==> src/rtl/area_average_line_resampler_macros.svh <==
// Assertion macros for the area-average line resampler.
// Used by the top level; expects signals named clock and reset in scope.
`ifndef AREA_AVERAGE_LINE_RESAMPLER_MACROS_SVH
`define AREA_AVERAGE_LINE_RESAMPLER_MACROS_SVH

// Same-cycle implication.
`define AALR_ASSERT_IMP(label, ante, cons) \
   label: assert property (@(posedge clock) disable iff (reset) (ante) |-> (cons)) \
      else $error("resampler assertion failed");

// Next-cycle implication.
`define AALR_ASSERT_NXT(label, ante, cons) \
   label: assert property (@(posedge clock) disable iff (reset) (ante) |=> (cons)) \
      else $error("resampler assertion failed");

`endif

==> src/rtl/aalr_pkg.sv <==
// Shared types and constants of the area-average line resampler.
// No dependencies; every other file but the macro header imports it.
package aalr_pkg;

   localparam int CHAN_W         = 8;
   localparam int NUM_CHAN       = 3;
   localparam int CH_RED         = 0;
   localparam int CH_GREEN       = 1;
   localparam int CH_BLUE        = 2;
   localparam int REG_W          = 13;
   localparam int CSR_IDX_W      = 2;
   localparam int UPSCALE_SHIFT  = 5;
   localparam int DEF_MAX_SIZE   = 4096;

   typedef enum logic [CSR_IDX_W-1:0] {
      REG_SRC_SIZE = 0,
      REG_DST_SIZE = 1
   } reg_idx_type;

   typedef enum logic [2:0] {
      ST_IDLE,
      ST_CHECK,
      ST_MAC,
      ST_DIV,
      ST_SEND,
      ST_FINISH
   } state_type;

   typedef logic [NUM_CHAN-1:0][CHAN_W-1:0] pixel_type;

   typedef struct packed {
      logic start;
      logic clear;
   } mac_ctl_type;

endpackage

==> src/rtl/aalr_intf.sv <==
// Handshake interfaces of the resampler: pixel input, pixel output and
// register write channel. Depends on aalr_pkg.
interface aalr_req_if import aalr_pkg::*; ();
   logic              valid;
   logic              ready;
   logic [CHAN_W-1:0] red_in;
   logic [CHAN_W-1:0] green_in;
   logic [CHAN_W-1:0] blue_in;

   modport source (output valid, red_in, green_in, blue_in, input ready);
   modport sink (input valid, red_in, green_in, blue_in, output ready);
endinterface

interface aalr_rsp_if import aalr_pkg::*; ();
   logic              valid;
   logic              ready;
   logic [CHAN_W-1:0] red_out;
   logic [CHAN_W-1:0] green_out;
   logic [CHAN_W-1:0] blue_out;
   logic              run_last;
   logic              line_end;

   modport source (output valid, red_out, green_out, blue_out, run_last, line_end,
                   input ready);
   modport sink (input valid, red_out, green_out, blue_out, run_last, line_end,
                 output ready);
endinterface

interface aalr_csr_if import aalr_pkg::*; ();
   logic                 valid;
   logic                 ready;
   logic [CSR_IDX_W-1:0] index;
   logic [REG_W-1:0]     data;

   modport source (output valid, index, data, input ready);
   modport sink (input valid, index, data, output ready);
endinterface

==> src/rtl/area_average_line_resampler.sv <==
// Area-average line resampler. Each pixel is checked, then each output that it
// completes takes a bit-serial multiply, a bit-serial divide and a send; an open
// partial output takes a final multiply before the pixel finishes. The output
// register lets the next pixel enter while a beat waits; a beat finding it still
// full waits until it drains.
// Synchronous reset sets both sizes to 1, clears sums and counts; a write restarts.
`include "area_average_line_resampler_macros.svh"

module area_average_line_resampler import aalr_pkg::*; #(
   parameter int MAX_SIZE = DEF_MAX_SIZE
) (
   input  logic              clock,
   input  logic              reset,
   aalr_req_if.sink          req_ch,
   aalr_rsp_if.source        rsp_ch,
   aalr_csr_if.sink          csr_ch
);

   localparam int SZ_W  = $clog2(MAX_SIZE + 1);
   localparam int ACC_W = $clog2(((2 ** CHAN_W) - 1) * MAX_SIZE + 1);
   localparam int CMP_W = (REG_W > SZ_W) ? REG_W : SZ_W;
   localparam int SUM_W = SZ_W + 1;
   localparam int UP_W  = SZ_W + UPSCALE_SHIFT;

   state_type                      state_ff, state_in;
   logic [REG_W-1:0]               src_ff, src_in;
   logic [REG_W-1:0]               dst_ff, dst_in;
   pixel_type                      pix_ff, pix_in;
   logic [SZ_W-1:0]                left_ff, left_in;
   logic [SZ_W-1:0]                weight_ff, weight_in;
   logic                           pend_ff, pend_in;
   logic [SZ_W-1:0]                units_ff, units_in;
   logic [SZ_W-1:0]                src_cnt_ff, src_cnt_in;
   logic [SZ_W-1:0]                out_cnt_ff, out_cnt_in;
   logic                           run_last_ff, run_last_in;
   logic                           line_end_ff, line_end_in;
   logic                           rsp_valid_ff, rsp_valid_in;
   pixel_type                      rsp_pix_ff;
   logic                           rsp_run_ff;
   logic                           rsp_end_ff;

   logic [CMP_W-1:0]               src_ext, dst_ext;
   logic [SZ_W-1:0]                s_used, d_raw, d_used;
   logic [UP_W-1:0]                d_cap;
   logic                           full;
   logic [SZ_W-1:0]                left_next;
   logic                           csr_take;
   logic                           load_rsp;
   mac_ctl_type                    mac_ctl;
   logic                           mac_busy;
   logic [NUM_CHAN-1:0][ACC_W-1:0] mac_acc;
   logic                           div_start;
   logic                           div_busy;
   pixel_type                      div_quot;

   // Effective sizes: zero reads as one, large values saturate, and the
   // output count is capped at 32 outputs per source pixel.
   always_comb begin
      src_ext = CMP_W'(src_ff);
      dst_ext = CMP_W'(dst_ff);
      if (src_ext == '0) begin
         s_used = SZ_W'(1);
      end else if (src_ext > CMP_W'(MAX_SIZE)) begin
         s_used = SZ_W'(MAX_SIZE);
      end else begin
         s_used = SZ_W'(src_ext);
      end
      if (dst_ext == '0) begin
         d_raw = SZ_W'(1);
      end else if (dst_ext > CMP_W'(MAX_SIZE)) begin
         d_raw = SZ_W'(MAX_SIZE);
      end else begin
         d_raw = SZ_W'(dst_ext);
      end
      d_cap = UP_W'(s_used) << UPSCALE_SHIFT;
      if (UP_W'(d_raw) > d_cap) begin
         d_used = SZ_W'(d_cap);
      end else begin
         d_used = d_raw;
      end
   end

   assign full      = (SUM_W'(units_ff) + SUM_W'(left_ff)) >= SUM_W'(s_used);
   assign left_next = left_ff - weight_ff;
   assign csr_take  = csr_ch.valid && csr_ch.ready;

   assign csr_ch.ready = (state_ff == ST_IDLE);
   assign req_ch.ready = (state_ff == ST_IDLE) && !csr_ch.valid;

   always_comb begin
      state_in    = state_ff;
      src_in      = src_ff;
      dst_in      = dst_ff;
      pix_in      = pix_ff;
      left_in     = left_ff;
      weight_in   = weight_ff;
      pend_in     = pend_ff;
      units_in    = units_ff;
      src_cnt_in  = src_cnt_ff;
      out_cnt_in  = out_cnt_ff;
      run_last_in = run_last_ff;
      line_end_in = line_end_ff;
      mac_ctl     = '0;
      div_start   = 1'b0;
      load_rsp    = 1'b0;
      unique case (state_ff)
         ST_IDLE: begin
            if (req_ch.valid && req_ch.ready) begin
               pix_in[CH_RED]   = req_ch.red_in;
               pix_in[CH_GREEN] = req_ch.green_in;
               pix_in[CH_BLUE]  = req_ch.blue_in;
               left_in          = d_used;
               state_in         = ST_CHECK;
            end
         end
         ST_CHECK: begin
            if (full) begin
               weight_in     = s_used - units_ff;
               pend_in       = 1'b1;
               mac_ctl.start = 1'b1;
               state_in      = ST_MAC;
            end else if (left_ff != '0) begin
               weight_in     = left_ff;
               pend_in       = 1'b0;
               mac_ctl.start = 1'b1;
               state_in      = ST_MAC;
            end else begin
               state_in = ST_FINISH;
            end
         end
         ST_MAC: begin
            if (!mac_busy) begin
               if (pend_ff) begin
                  // The open output is complete: hand its sums to the divider.
                  div_start     = 1'b1;
                  mac_ctl.clear = 1'b1;
                  units_in      = '0;
                  left_in       = left_next;
                  out_cnt_in    = out_cnt_ff + SZ_W'(1);
                  run_last_in   = left_next < s_used;
                  line_end_in   = (out_cnt_ff + SZ_W'(1)) >= d_used;
                  state_in      = ST_DIV;
               end else begin
                  units_in = units_ff + left_ff;
                  state_in = ST_FINISH;
               end
            end
         end
         ST_DIV: begin
            if (!div_busy) begin
               state_in = ST_SEND;
            end
         end
         ST_SEND: begin
            if (!rsp_valid_ff || rsp_ch.ready) begin
               load_rsp = 1'b1;
               state_in = ST_CHECK;
            end
         end
         ST_FINISH: begin
            src_cnt_in = src_cnt_ff + SZ_W'(1);
            if ((src_cnt_ff + SZ_W'(1)) >= s_used) begin
               src_cnt_in    = '0;
               out_cnt_in    = '0;
               units_in      = '0;
               mac_ctl.clear = 1'b1;
            end
            state_in = ST_IDLE;
         end
         default: begin
            state_in = ST_IDLE;
         end
      endcase
      if (csr_take) begin
         unique case (csr_ch.index)
            REG_SRC_SIZE: src_in = csr_ch.data;
            REG_DST_SIZE: dst_in = csr_ch.data;
            default: ;
         endcase
         if ((csr_ch.index == REG_SRC_SIZE) || (csr_ch.index == REG_DST_SIZE)) begin
            src_cnt_in    = '0;
            out_cnt_in    = '0;
            units_in      = '0;
            mac_ctl.clear = 1'b1;
         end
      end
   end

   always_comb begin
      rsp_valid_in = rsp_valid_ff;
      if (load_rsp) begin
         rsp_valid_in = 1'b1;
      end else if (rsp_valid_ff && rsp_ch.ready) begin
         rsp_valid_in = 1'b0;
      end
   end

   always_ff @(posedge clock) begin
      if (reset) begin
         state_ff     <= ST_IDLE;
         src_ff       <= REG_W'(1);
         dst_ff       <= REG_W'(1);
         pend_ff      <= 1'b0;
         units_ff     <= '0;
         src_cnt_ff   <= '0;
         out_cnt_ff   <= '0;
         rsp_valid_ff <= 1'b0;
      end else begin
         state_ff     <= state_in;
         src_ff       <= src_in;
         dst_ff       <= dst_in;
         pend_ff      <= pend_in;
         units_ff     <= units_in;
         src_cnt_ff   <= src_cnt_in;
         out_cnt_ff   <= out_cnt_in;
         rsp_valid_ff <= rsp_valid_in;
      end
      pix_ff      <= pix_in;
      left_ff     <= left_in;
      weight_ff   <= weight_in;
      run_last_ff <= run_last_in;
      line_end_ff <= line_end_in;
      if (load_rsp) begin
         rsp_pix_ff <= div_quot;
         rsp_run_ff <= run_last_ff;
         rsp_end_ff <= line_end_ff;
      end
   end

   aalr_mac #(
      .ACC_W (ACC_W),
      .SZ_W  (SZ_W)
   ) u_mac (
      .clock  (clock),
      .reset  (reset),
      .ctl    (mac_ctl),
      .weight (weight_in),
      .pixel  (pix_ff),
      .busy   (mac_busy),
      .acc    (mac_acc)
   );

   aalr_div #(
      .ACC_W (ACC_W),
      .SZ_W  (SZ_W)
   ) u_div (
      .clock    (clock),
      .reset    (reset),
      .start    (div_start),
      .divisor  (s_used),
      .dividend (mac_acc),
      .busy     (div_busy),
      .quot     (div_quot)
   );

   assign rsp_ch.valid     = rsp_valid_ff;
   assign rsp_ch.red_out   = rsp_pix_ff[CH_RED];
   assign rsp_ch.green_out = rsp_pix_ff[CH_GREEN];
   assign rsp_ch.blue_out  = rsp_pix_ff[CH_BLUE];
   assign rsp_ch.run_last  = rsp_run_ff;
   assign rsp_ch.line_end  = rsp_end_ff;

   // Between pixels the open output always holds less than one output's worth.
   `AALR_ASSERT_IMP(a_fill_below_src, state_ff == ST_IDLE, units_ff < s_used)
   `AALR_ASSERT_IMP(a_mac_in_state, mac_busy, state_ff == ST_MAC)
   `AALR_ASSERT_IMP(a_div_in_state, div_busy, state_ff == ST_DIV)
   // The last output of a line uses up the last source pixel.
   `AALR_ASSERT_IMP(a_line_end_closes_run, rsp_valid_ff && rsp_end_ff, rsp_run_ff)

endmodule

==> src/rtl/aalr_mac.sv <==
// Bit-serial multiply-accumulate for the three color channels.
// One pixel bit per cycle; holds the running weighted sums. Depends on aalr_pkg.
module aalr_mac import aalr_pkg::*; #(
   parameter int ACC_W = 20,
   parameter int SZ_W  = 13
) (
   input  logic                             clock,
   input  logic                             reset,
   input  mac_ctl_type                      ctl,
   input  logic [SZ_W-1:0]                  weight,
   input  pixel_type                        pixel,
   output logic                             busy,
   output logic [NUM_CHAN-1:0][ACC_W-1:0]   acc
);

   localparam int CNT_W = $clog2(CHAN_W + 1);

   logic [NUM_CHAN-1:0][ACC_W-1:0] acc_ff, acc_in;
   logic [ACC_W-1:0]               mcand_ff, mcand_in;
   pixel_type                      mult_ff, mult_in;
   logic [CNT_W-1:0]               cnt_ff, cnt_in;
   logic                           busy_ff, busy_in;

   always_comb begin
      acc_in   = acc_ff;
      mcand_in = mcand_ff;
      mult_in  = mult_ff;
      cnt_in   = cnt_ff;
      busy_in  = busy_ff;
      if (ctl.start) begin
         mcand_in = ACC_W'(weight);
         mult_in  = pixel;
         cnt_in   = CNT_W'(CHAN_W);
         busy_in  = 1'b1;
      end else if (busy_ff) begin
         // Add the shifted weight wherever the current pixel bit is set.
         for (int ch = 0; ch < NUM_CHAN; ch++) begin
            if (mult_ff[ch][0]) begin
               acc_in[ch] = acc_ff[ch] + mcand_ff;
            end
            mult_in[ch] = mult_ff[ch] >> 1;
         end
         mcand_in = mcand_ff << 1;
         cnt_in   = cnt_ff - CNT_W'(1);
         if (cnt_ff == CNT_W'(1)) begin
            busy_in = 1'b0;
         end
      end
      if (ctl.clear) begin
         acc_in = '0;
      end
   end

   always_ff @(posedge clock) begin
      if (reset) begin
         acc_ff  <= '0;
         cnt_ff  <= '0;
         busy_ff <= 1'b0;
      end else begin
         acc_ff  <= acc_in;
         cnt_ff  <= cnt_in;
         busy_ff <= busy_in;
      end
      mcand_ff <= mcand_in;
      mult_ff  <= mult_in;
   end

   assign busy = busy_ff;
   assign acc  = acc_ff;

endmodule

==> src/rtl/aalr_div.sv <==
// Restoring divider, one quotient bit per cycle, three lanes sharing a divisor.
// The dividend is known to be below 256 times the divisor. Depends on aalr_pkg.
module aalr_div import aalr_pkg::*; #(
   parameter int ACC_W = 20,
   parameter int SZ_W  = 13
) (
   input  logic                             clock,
   input  logic                             reset,
   input  logic                             start,
   input  logic [SZ_W-1:0]                  divisor,
   input  logic [NUM_CHAN-1:0][ACC_W-1:0]   dividend,
   output logic                             busy,
   output pixel_type                        quot
);

   localparam int CNT_W = $clog2(CHAN_W + 1);

   logic [NUM_CHAN-1:0][ACC_W-1:0] rem_ff, rem_in;
   logic [ACC_W-1:0]               dv_ff, dv_in;
   pixel_type                      quot_ff, quot_in;
   logic [CNT_W-1:0]               cnt_ff, cnt_in;
   logic                           busy_ff, busy_in;

   always_comb begin
      rem_in  = rem_ff;
      dv_in   = dv_ff;
      quot_in = quot_ff;
      cnt_in  = cnt_ff;
      busy_in = busy_ff;
      if (start) begin
         rem_in  = dividend;
         dv_in   = ACC_W'(divisor) << (CHAN_W - 1);
         quot_in = '0;
         cnt_in  = CNT_W'(CHAN_W);
         busy_in = 1'b1;
      end else if (busy_ff) begin
         for (int ch = 0; ch < NUM_CHAN; ch++) begin
            if (rem_ff[ch] >= dv_ff) begin
               rem_in[ch]  = rem_ff[ch] - dv_ff;
               quot_in[ch] = {quot_ff[ch][CHAN_W-2:0], 1'b1};
            end else begin
               quot_in[ch] = {quot_ff[ch][CHAN_W-2:0], 1'b0};
            end
         end
         dv_in  = dv_ff >> 1;
         cnt_in = cnt_ff - CNT_W'(1);
         if (cnt_ff == CNT_W'(1)) begin
            busy_in = 1'b0;
         end
      end
   end

   always_ff @(posedge clock) begin
      if (reset) begin
         cnt_ff  <= '0;
         busy_ff <= 1'b0;
      end else begin
         cnt_ff  <= cnt_in;
         busy_ff <= busy_in;
      end
      rem_ff  <= rem_in;
      dv_ff   <= dv_in;
      quot_ff <= quot_in;
   end

   assign busy = busy_ff;
   assign quot = quot_ff;

endmodule
==> src/flat_wrapper.sv <==
// flat-port wrapper written by rule: the top's interface ports become plain ports
module area_average_line_resampler_flat import aalr_pkg::*;
#(
   parameter int MAX_SIZE = DEF_MAX_SIZE
)
  (clock, reset, req_ch_valid, req_ch_red_in, req_ch_green_in, req_ch_blue_in, req_ch_ready, rsp_ch_valid, rsp_ch_red_out, rsp_ch_green_out, rsp_ch_blue_out, rsp_ch_run_last, rsp_ch_line_end, rsp_ch_ready, csr_ch_valid, csr_ch_index, csr_ch_data, csr_ch_ready);
  aalr_req_if req_ch_i ();
  aalr_rsp_if rsp_ch_i ();
  aalr_csr_if csr_ch_i ();
  input  logic clock;
  input  logic reset;
  input wire logic [$bits(req_ch_i.valid)-1:0] req_ch_valid;
  input wire logic [$bits(req_ch_i.red_in)-1:0] req_ch_red_in;
  input wire logic [$bits(req_ch_i.green_in)-1:0] req_ch_green_in;
  input wire logic [$bits(req_ch_i.blue_in)-1:0] req_ch_blue_in;
  output wire logic [$bits(req_ch_i.ready)-1:0] req_ch_ready;
  output wire logic [$bits(rsp_ch_i.valid)-1:0] rsp_ch_valid;
  output wire logic [$bits(rsp_ch_i.red_out)-1:0] rsp_ch_red_out;
  output wire logic [$bits(rsp_ch_i.green_out)-1:0] rsp_ch_green_out;
  output wire logic [$bits(rsp_ch_i.blue_out)-1:0] rsp_ch_blue_out;
  output wire logic [$bits(rsp_ch_i.run_last)-1:0] rsp_ch_run_last;
  output wire logic [$bits(rsp_ch_i.line_end)-1:0] rsp_ch_line_end;
  input wire logic [$bits(rsp_ch_i.ready)-1:0] rsp_ch_ready;
  input wire logic [$bits(csr_ch_i.valid)-1:0] csr_ch_valid;
  input wire logic [$bits(csr_ch_i.index)-1:0] csr_ch_index;
  input wire logic [$bits(csr_ch_i.data)-1:0] csr_ch_data;
  output wire logic [$bits(csr_ch_i.ready)-1:0] csr_ch_ready;
  assign req_ch_i.valid = req_ch_valid;
  assign req_ch_i.red_in = req_ch_red_in;
  assign req_ch_i.green_in = req_ch_green_in;
  assign req_ch_i.blue_in = req_ch_blue_in;
  assign req_ch_ready = req_ch_i.ready;
  assign rsp_ch_valid = rsp_ch_i.valid;
  assign rsp_ch_red_out = rsp_ch_i.red_out;
  assign rsp_ch_green_out = rsp_ch_i.green_out;
  assign rsp_ch_blue_out = rsp_ch_i.blue_out;
  assign rsp_ch_run_last = rsp_ch_i.run_last;
  assign rsp_ch_line_end = rsp_ch_i.line_end;
  assign rsp_ch_i.ready = rsp_ch_ready;
  assign csr_ch_i.valid = csr_ch_valid;
  assign csr_ch_i.index = csr_ch_index;
  assign csr_ch_i.data = csr_ch_data;
  assign csr_ch_ready = csr_ch_i.ready;
  area_average_line_resampler #(.MAX_SIZE(MAX_SIZE)) u_core (.clock(clock), .reset(reset), .req_ch(req_ch_i), .rsp_ch(rsp_ch_i), .csr_ch(csr_ch_i));
endmodule
==> config.mk <==
export PLATFORM = sky130hd
export DESIGN_NAME = area_average_line_resampler_flat
export DESIGN_NICKNAME = d
export VERILOG_FILES = /design/src/rtl/aalr_pkg.sv /design/src/rtl/aalr_intf.sv /design/src/rtl/area_average_line_resampler.sv /design/src/rtl/aalr_mac.sv /design/src/rtl/aalr_div.sv /design/src/flat_wrapper.sv
export VERILOG_INCLUDE_DIRS = /design/src /design/src/rtl
export SDC_FILE = /design/constraint.sdc
export NUM_CORES = 1
export LEC_CHECK = 0
export BUFFER_PORTS_ARGS = -buffer_cell sky130_fd_sc_hd__buf_2
export CORE_MARGIN = 10
export CORE_UTILIZATION = 60
export DETAILED_ROUTE_END_ITERATION = 8
export PLACE_DENSITY = 0.8
export SLEW_MARGIN = 10
export SYNTH_ARGS = -nofsm -noshare
export SYNTH_HDL_FRONTEND = slang
export SYNTH_SLANG_ARGS = --single-unit
==> constraint.sdc <==
create_clock -name clock -period 6.6 [get_ports clock]
set_input_delay 0.33 -clock clock [delete_from_list [all_inputs] [get_ports clock]]
set_output_delay 0.33 -clock clock [all_outputs]
set_load 0.05 [all_outputs]
==> results of run 1 <==
kinds of logic (layout without fill, tap and decap cells):
group | after synthesis | count (layout) | synth area share (%)
xor gates and xnor gates | 140 | 140 | 5.413
and+or+nand+nor | 838 | 838 | 17.06
DFF | 366 | 366 | 40.08
buffers and inverters | 203 | 317 | 3.419
muxes | 73 | 73 | 3.236
adders and majority gates | 228 | 228 | 12.89
AOI/OAI and AO/OA | 652 | 652 | 17.91
sequential cells by signal (all words and copies together) (netlist names), 20 cells and up:
name / cells
u_core.pix_ff: 24
u_core.u_div.dv_ff: 20
u_core.u_div.quot: 24
u_core.u_div.rem_ff: 60
u_core.u_mac.acc: 60
u_core.u_mac.mcand_ff: 20
u_core.u_mac.mult_ff: 24
cells in the final DEF (no fill, tap or decap), types with 72 or more instances in the layout:
cell type | Yosys | routed
a21oi_1 | 222 | 221
inv_1 | 112 | 111
nor2_1 | 237 | 235
ha_1 | 219 | 219
dfxtp_1 | 191 | 190
nand2_1 | 301 | 300
xnor2_1 | 74 | 74
buf_2 | 10 | 72
o21ai_0 | 163 | 162
edfxtp_1 | 175 | 175
through the flow:
step / hold WS, ns / power, mW
6_report: 0.02291 / 9.758
5_1_grt: 0.03821 / 10.35
4_1_cts: 0.001095 / 9.699
3_5_place_dp: 0.4120 / 7.297
3_3_place_gp: 0.4029 / 7.138
2_1_floorplan: 0.4003 / 6.212
worst max-delay path, cell delays in order (launching register included):
cell      delay (ns)
edfxtp_1        0.44
ha_1            0.27
fa_1            0.47
a21o_1          0.17
a21oi_1         0.23
o21bai_1        0.09
a21oi_1         0.25
o21bai_1        0.12
a21boi_0        0.29
nand2b_1        0.14
xor2_1          0.22
ha_1            0.28
a21oi_1         0.15
o221ai_1        0.12
a211o_1         0.31
a21o_1          0.28
o31ai_4         0.53
nand3_2         0.48
o311ai_1        0.55
xnor2_1         0.18
nor2_1          0.05
worst max path at each step:
stage,start,endpoint,depth (start not counted)
floorplan,u_core.left_ff[0],u_core.u_mac.mcand_ff[0],19
global placement,u_core.left_ff[0],u_core.u_mac.acc[59],20
detailed placement,u_core.left_ff[0],u_core.u_mac.acc[59],20
CTS,u_core.left_ff[0],u_core.u_mac.acc[59],20
global route,u_core.left_ff[0],u_core.u_mac.acc[59],20
finish,u_core.left_ff[0],u_core.u_mac.acc[59],20
where the power goes:
group	total [mW]	internal [mW]	leakage, nW	switching (mW)
clock network	2.35	1.38	0.679	0.976
registers	3.34	2.94	3.16	0.408
logic	4.06	1.56	6.83	2.50
cell type report:
class / count / area (sq um)
inverters: 113 / 425.4
well taps: 511 / 639.4
clock buffers: 56 / 1175
flip-flops and latches: 366 / 9080
fillers: 3009 / 12270
multi-input cells: 1931 / 12840
repair buffers: 128 / 853.3
clock inverters: 20 / 211.5
layer usage:
layer / global-route usage (%) / up-vias / share of wire [%]
li1: - / 9195 / -
met1: 33.13 / 8920 / 43
met2: 40.69 / 724 / 45
met3: 4.401 / 152 / 7.8
met4: 12.15 / 0 / 4.6
met5: 0 / - / 0
==> results.sh, run 1 <==
export IMPL_synth_seq_cells=366
export IMPL_grt_use_total_pct=25.52
export IMPL_min_path_cells=3
export IMPL_setup_viol=0
export IMPL_htreeDepth=2
export IMPL_num_io_pins=73
export IMPL_start_util_pct=60.43
export IMPL_die_area_sq_mm=0.04593
export IMPL_ys_flop_type="dfxtp_1"
export IMPL_dpl_cell_area_sq_mm=0.02355
export IMPL_first_iter_violations=1707
export IMPL_yosysSeqAreaShare_pct=40.08
export IMPL_fin_area_sq_mm=0.02522
export IMPL_drc=0
export IMPL_synth_nets=2772
export IMPL_core_sq_mm=0.03749
export IMPL_path_max_fanout=24
export IMPL_antenna_found_initial=0
export IMPL_grt_overflow_total=0
export IMPL_fin_skew_ns=0.02102
export IMPL_routabilityCongestion=0.9479
export IMPL_synth_area_leader_cell="edfxtp_1"
export IMPL_p_leak_nw=10.67
export IMPL_rr_endpoint="u_core.u_mac.acc[59]"
export IMPL_yosys_warnings=0
export IMPL_drive_gt1_share_pct=7.269
export IMPL_post_cts_repair_setup_buffers=0
export IMPL_yosysMostFrequentCell="nand2_1"
export IMPL_holdPathEnd="u_core.src_ext[11]"
export IMPL_relSlewSlack_pct=25.56
export IMPL_drtAntennaViolNets=0
export IMPL_outcome="complete, no violations"
export IMPL_finalHoldViolCount=0
export IMPL_crit_type="flop to flop"
export IMPL_post_place_ws_ns=0.9249
export IMPL_required_ns=7.04
export IMPL_tightest_slew_ns=1.117
export IMPL_die_h_um=214.3
export IMPL_ctsResizeCount=0
export IMPL_io_buffers=72
export IMPL_max_clock_path_buffers=3
export IMPL_ff2ff_setup_slack_ns=0.83
export IMPL_nets=2853
export IMPL_holdCritPathClass="input port to flop"
export IMPL_hold_buffers=29
export IMPL_ir_drop_mv=0.2727
export IMPL_synthArstFlopShare_pct=0
export IMPL_clock_sinks=366
export IMPL_synthDistinctLibCells=70
export IMPL_area_delta_synth_final_pct=11.34
export IMPL_cts_root_buffer="clkbuf_16"
export IMPL_finalSetupTns_ns=0
export IMPL_cts_tree="yes"
export IMPL_place_inst=3020
export IMPL_syn_cell_area_sq_mm=0.02265
export IMPL_vias=18991
export IMPL_clk_pin_slew_worst_paths_ns=0.06
export IMPL_finalNonFillerCells=3125
export IMPL_post_route_worst_setup_slack_ns=0.8262
export IMPL_grt_first_pass_wirelength_um=96680
export IMPL_num_antenna_cells=0
export IMPL_grt_max_degree=69
export IMPL_cts_buffers=41
export IMPL_critPathCaptureType="flop"
export IMPL_viasPerCell=6.077
export IMPL_worstRegToRegCells=20
export IMPL_final_util_pct=67.28
export IMPL_syn_inst=2500
export IMPL_max_freq_mhz=173.2
export IMPL_arrival_ns=6.21
export IMPL_synth_area_top_cells="edfxtp_1 23%, dfxtp_1 17%, ha_1 12%"
export IMPL_fin_crit_sh_pct=87.48
export IMPL_routedWlPerCell_um=19.37
export IMPL_start_kind="flop"
export IMPL_maxCapViolCount=0
export IMPL_fp_row_count=71
export IMPL_first_pass_iters=7
export IMPL_min_from="csr_ch_data[11]"
export IMPL_die_w_um=214.3
export IMPL_hpwl_um=43240
export IMPL_finalMaxSlewViolations=0
export IMPL_synth_edff_count=175
export IMPL_rsz0062_at_grt="false"
export IMPL_r2r_start="u_core.left_ff[0]"
export IMPL_finalWirelength_um=60520
export IMPL_synth_top_cell_area_share_pct=23.20
export IMPL_grt_pass1_vias=18564
export IMPL_clk_latency_ns=0.58
export IMPL_ys_top_cells_by_count="301 x nand2_1, 237 x nor2_1, 222 x a21oi_1"
export IMPL_syn_avg_cell_area_sq_um=9.062
export IMPL_fin_crit_ns=5.774
export IMPL_power_per_cell_area_mw_per_mm2=386.9
No activity file was read; power rests on OpenSTA's default activity.
==> run 2: changes to the inputs <==
--- a/config.mk
+++ b/config.mk
@@ -10,7 +10,7 @@
 export CORE_MARGIN = 10
 export CORE_UTILIZATION = 60
 export DETAILED_ROUTE_END_ITERATION = 8
-export PLACE_DENSITY = 0.8
+export PLACE_DENSITY = 0.77
 export SLEW_MARGIN = 10
 export SYNTH_ARGS = -nofsm -noshare
 export SYNTH_HDL_FRONTEND = slang
==> results.sh, run 2 (synthesized netlist as in run 1, its figures left out) <==
export IMPL_first_iter_violations=1821
export IMPL_layout_common_cells="300 x nand2_1, 235 x nor2_1, 221 x a21oi_1, 219 x ha_1, 190 x dfxtp_1"
export IMPL_grt_max_degree=76
export IMPL_rsz0062_at_grt="false"
export IMPL_io_buffers=72
export IMPL_hpwl_um=42760
export IMPL_cp_cell_sequence="ha_1, fa_1, a21o_1, a21oi_1, o21bai_1, a21oi_1, o21bai_1, a21boi_0, nand2b_1, xor2_1, ha_1, a21oi_1, o221ai_1, a211o_1, a21o_1, o31ai_4, buf_4, and3_1, o311ai_0, a21oi_1"
export IMPL_routedWlPerCell_um=19.14
export IMPL_viasPerCell=6.037
export IMPL_clk_latency_ns=0.58
export IMPL_grt_overflow_total=0
export IMPL_place_inst=3017
export IMPL_holdWs_ns=0.02643
export IMPL_finalWirelength_um=59630
export IMPL_fin_area_sq_mm=0.02505
export IMPL_finalSetupTns_ns=0
export IMPL_start_kind="flop"
export IMPL_drc=0
export IMPL_power_per_cell_area_mw_per_mm2=382.6
export IMPL_max_clock_path_buffers=3
export IMPL_grt_pass1_vias=17929
export IMPL_fin_crit_sh_pct=84.22
export IMPL_cts_buffers=40
export IMPL_outcome="complete, no violations"
export IMPL_fin_crit_ns=5.558
export IMPL_cp_common_cell="a21oi_1"
export IMPL_ff2ff_setup_slack_ns=1.04
export IMPL_htreeDepth=2
export IMPL_die_w_um=214.3
export IMPL_grt_first_pass_wirelength_um=95430
export IMPL_maxCapViolCount=0
export IMPL_ctsResizeCount=0
export IMPL_layout_commonest_cell="nand2_1"
export IMPL_path_max_fanout=21
export IMPL_required_ns=7.10
export IMPL_die_area_sq_mm=0.04593
export IMPL_routabilityCongestion=0.9512
export IMPL_crit_type="flop to flop"
export IMPL_fin_skew_ns=0.02495
export IMPL_num_antenna_cells=0
export IMPL_clk_pin_slew_worst_paths_ns=0.06
export IMPL_core_sq_mm=0.03749
export IMPL_slowest_stage="and3_1"
export IMPL_setup_viol=0
export IMPL_arrival_ns=6.06
export IMPL_start_util_pct=60.43
export IMPL_dpl_cell_area_sq_mm=0.02352
export IMPL_post_cts_repair_setup_buffers=0
export IMPL_drtAntennaViolNets=0
export IMPL_max_freq_mhz=179.9
export IMPL_relSlewSlack_pct=29.70
export IMPL_p_leak_nw=10.58
export IMPL_num_io_pins=73
export IMPL_die_h_um=214.3
export IMPL_fillCellCount=2966
export IMPL_ir_drop_mv=0.3068
export IMPL_finalMaxSlewViolations=0
export IMPL_total_power_mw=9.584
export IMPL_holdCritPathClass="input port to flop"
export IMPL_area_delta_synth_final_pct=10.58
export IMPL_first_pass_iters=6
export IMPL_grt_use_total_pct=25.28
export IMPL_finalNonFillerCells=3115
export IMPL_critPathMaxStageDelay_ns=0.67
export IMPL_drive_gt1_share_pct=6.951
export IMPL_fp_row_count=71
export IMPL_cts_root_buffer="clkbuf_16"
export IMPL_cts_tree="yes"
export IMPL_antenna_found_initial=0
export IMPL_tightest_slew_ns=1.054
export IMPL_critPathCaptureType="flop"
export IMPL_nets=2845
export IMPL_finalHoldViolCount=0
export IMPL_vias=18805
export IMPL_clock_sinks=366
-- run 2: cell count changes in the layout (fill, tap and decap cells not counted), moves of 2 or more --
cell,delta
buf_4,-3
bufinv_16,-2
clkinv_1,+2
clkinv_4,-2
dlygate4sd3_1,-4
-- run 2: per-stage QoR --
| stage | worst slack [ns] | util (%) |
|---|---|---|
| floorplan | 1.289 | - |
| global placement | 1.266 | 62.75 |
| detailed placement | 1.115 | 62.75 |
| CTS | 1.090 | 66.82 |
| global route | 0.6735 | 66.82 |
| finish | 1.042 | 66.82 |
-- run 2: layer usage --
metal	vias to the layer above	wire [um]	GRT usage [%]
met2	701	26390	39.08
met1	8824	26450	34.42
met5	-	0	0
li1	9138	-	-
met4	0	2261	9.998
met3	142	4524	4.683
-- run 2: critical path, delay by kind of cell (launching register included) --
kind,cells,cell delay (ns)
AO/OA/AOI/OAI,13,2.83
adder cells (fa/ha/maj),3,1.04
buffers and inverters,1,0.24
AND/OR/NAND/NOR,2,0.78
flip-flops,1,0.44
XOR/XNOR,1,0.17
-- run 2: report_power, final --
group / switching, mW / total [mW] / internal (mW)
clock: 0.949 / 2.21 / 1.26
combinational: 2.48 / 4.03 / 1.55
sequential: 0.407 / 3.34 / 2.94
-- run 2: worst paths after layout --
kind / to / from / cells after the start
min: u_core.dst_ext[4] / csr_ch_data[4] / 3
max: u_core.u_mac.acc[30] / u_core.left_ff[0] / 20
max reg2reg: u_core.u_mac.acc[30] / u_core.left_ff[0] / 20
min reg2reg: u_core.rsp_ch.line_end / u_core.line_end_ff / 0
-- run 2: timing repair --
| item | CTS | global route |
|---|---|---|
| hold endpoints to repair | 25 | 0 |
| hold buffers | 25 | 0 |
| endpoints found under the setup margin | 0 | 0 |
-- run 2: final cells by class --
type / instances / area, sq um / area share, %
clock inverters: 17 / 123.9 / 0.4945
flip-flops and latches: 366 / 9080 / 36.25
multi-input cells: 1931 / 12840 / 51.25
well taps: 511 / 639.4 / 2.552
clock buffers: 56 / 1154 / 4.605
inverters: 113 / 425.4 / 1.698
repair buffers: 121 / 790.8 / 3.157
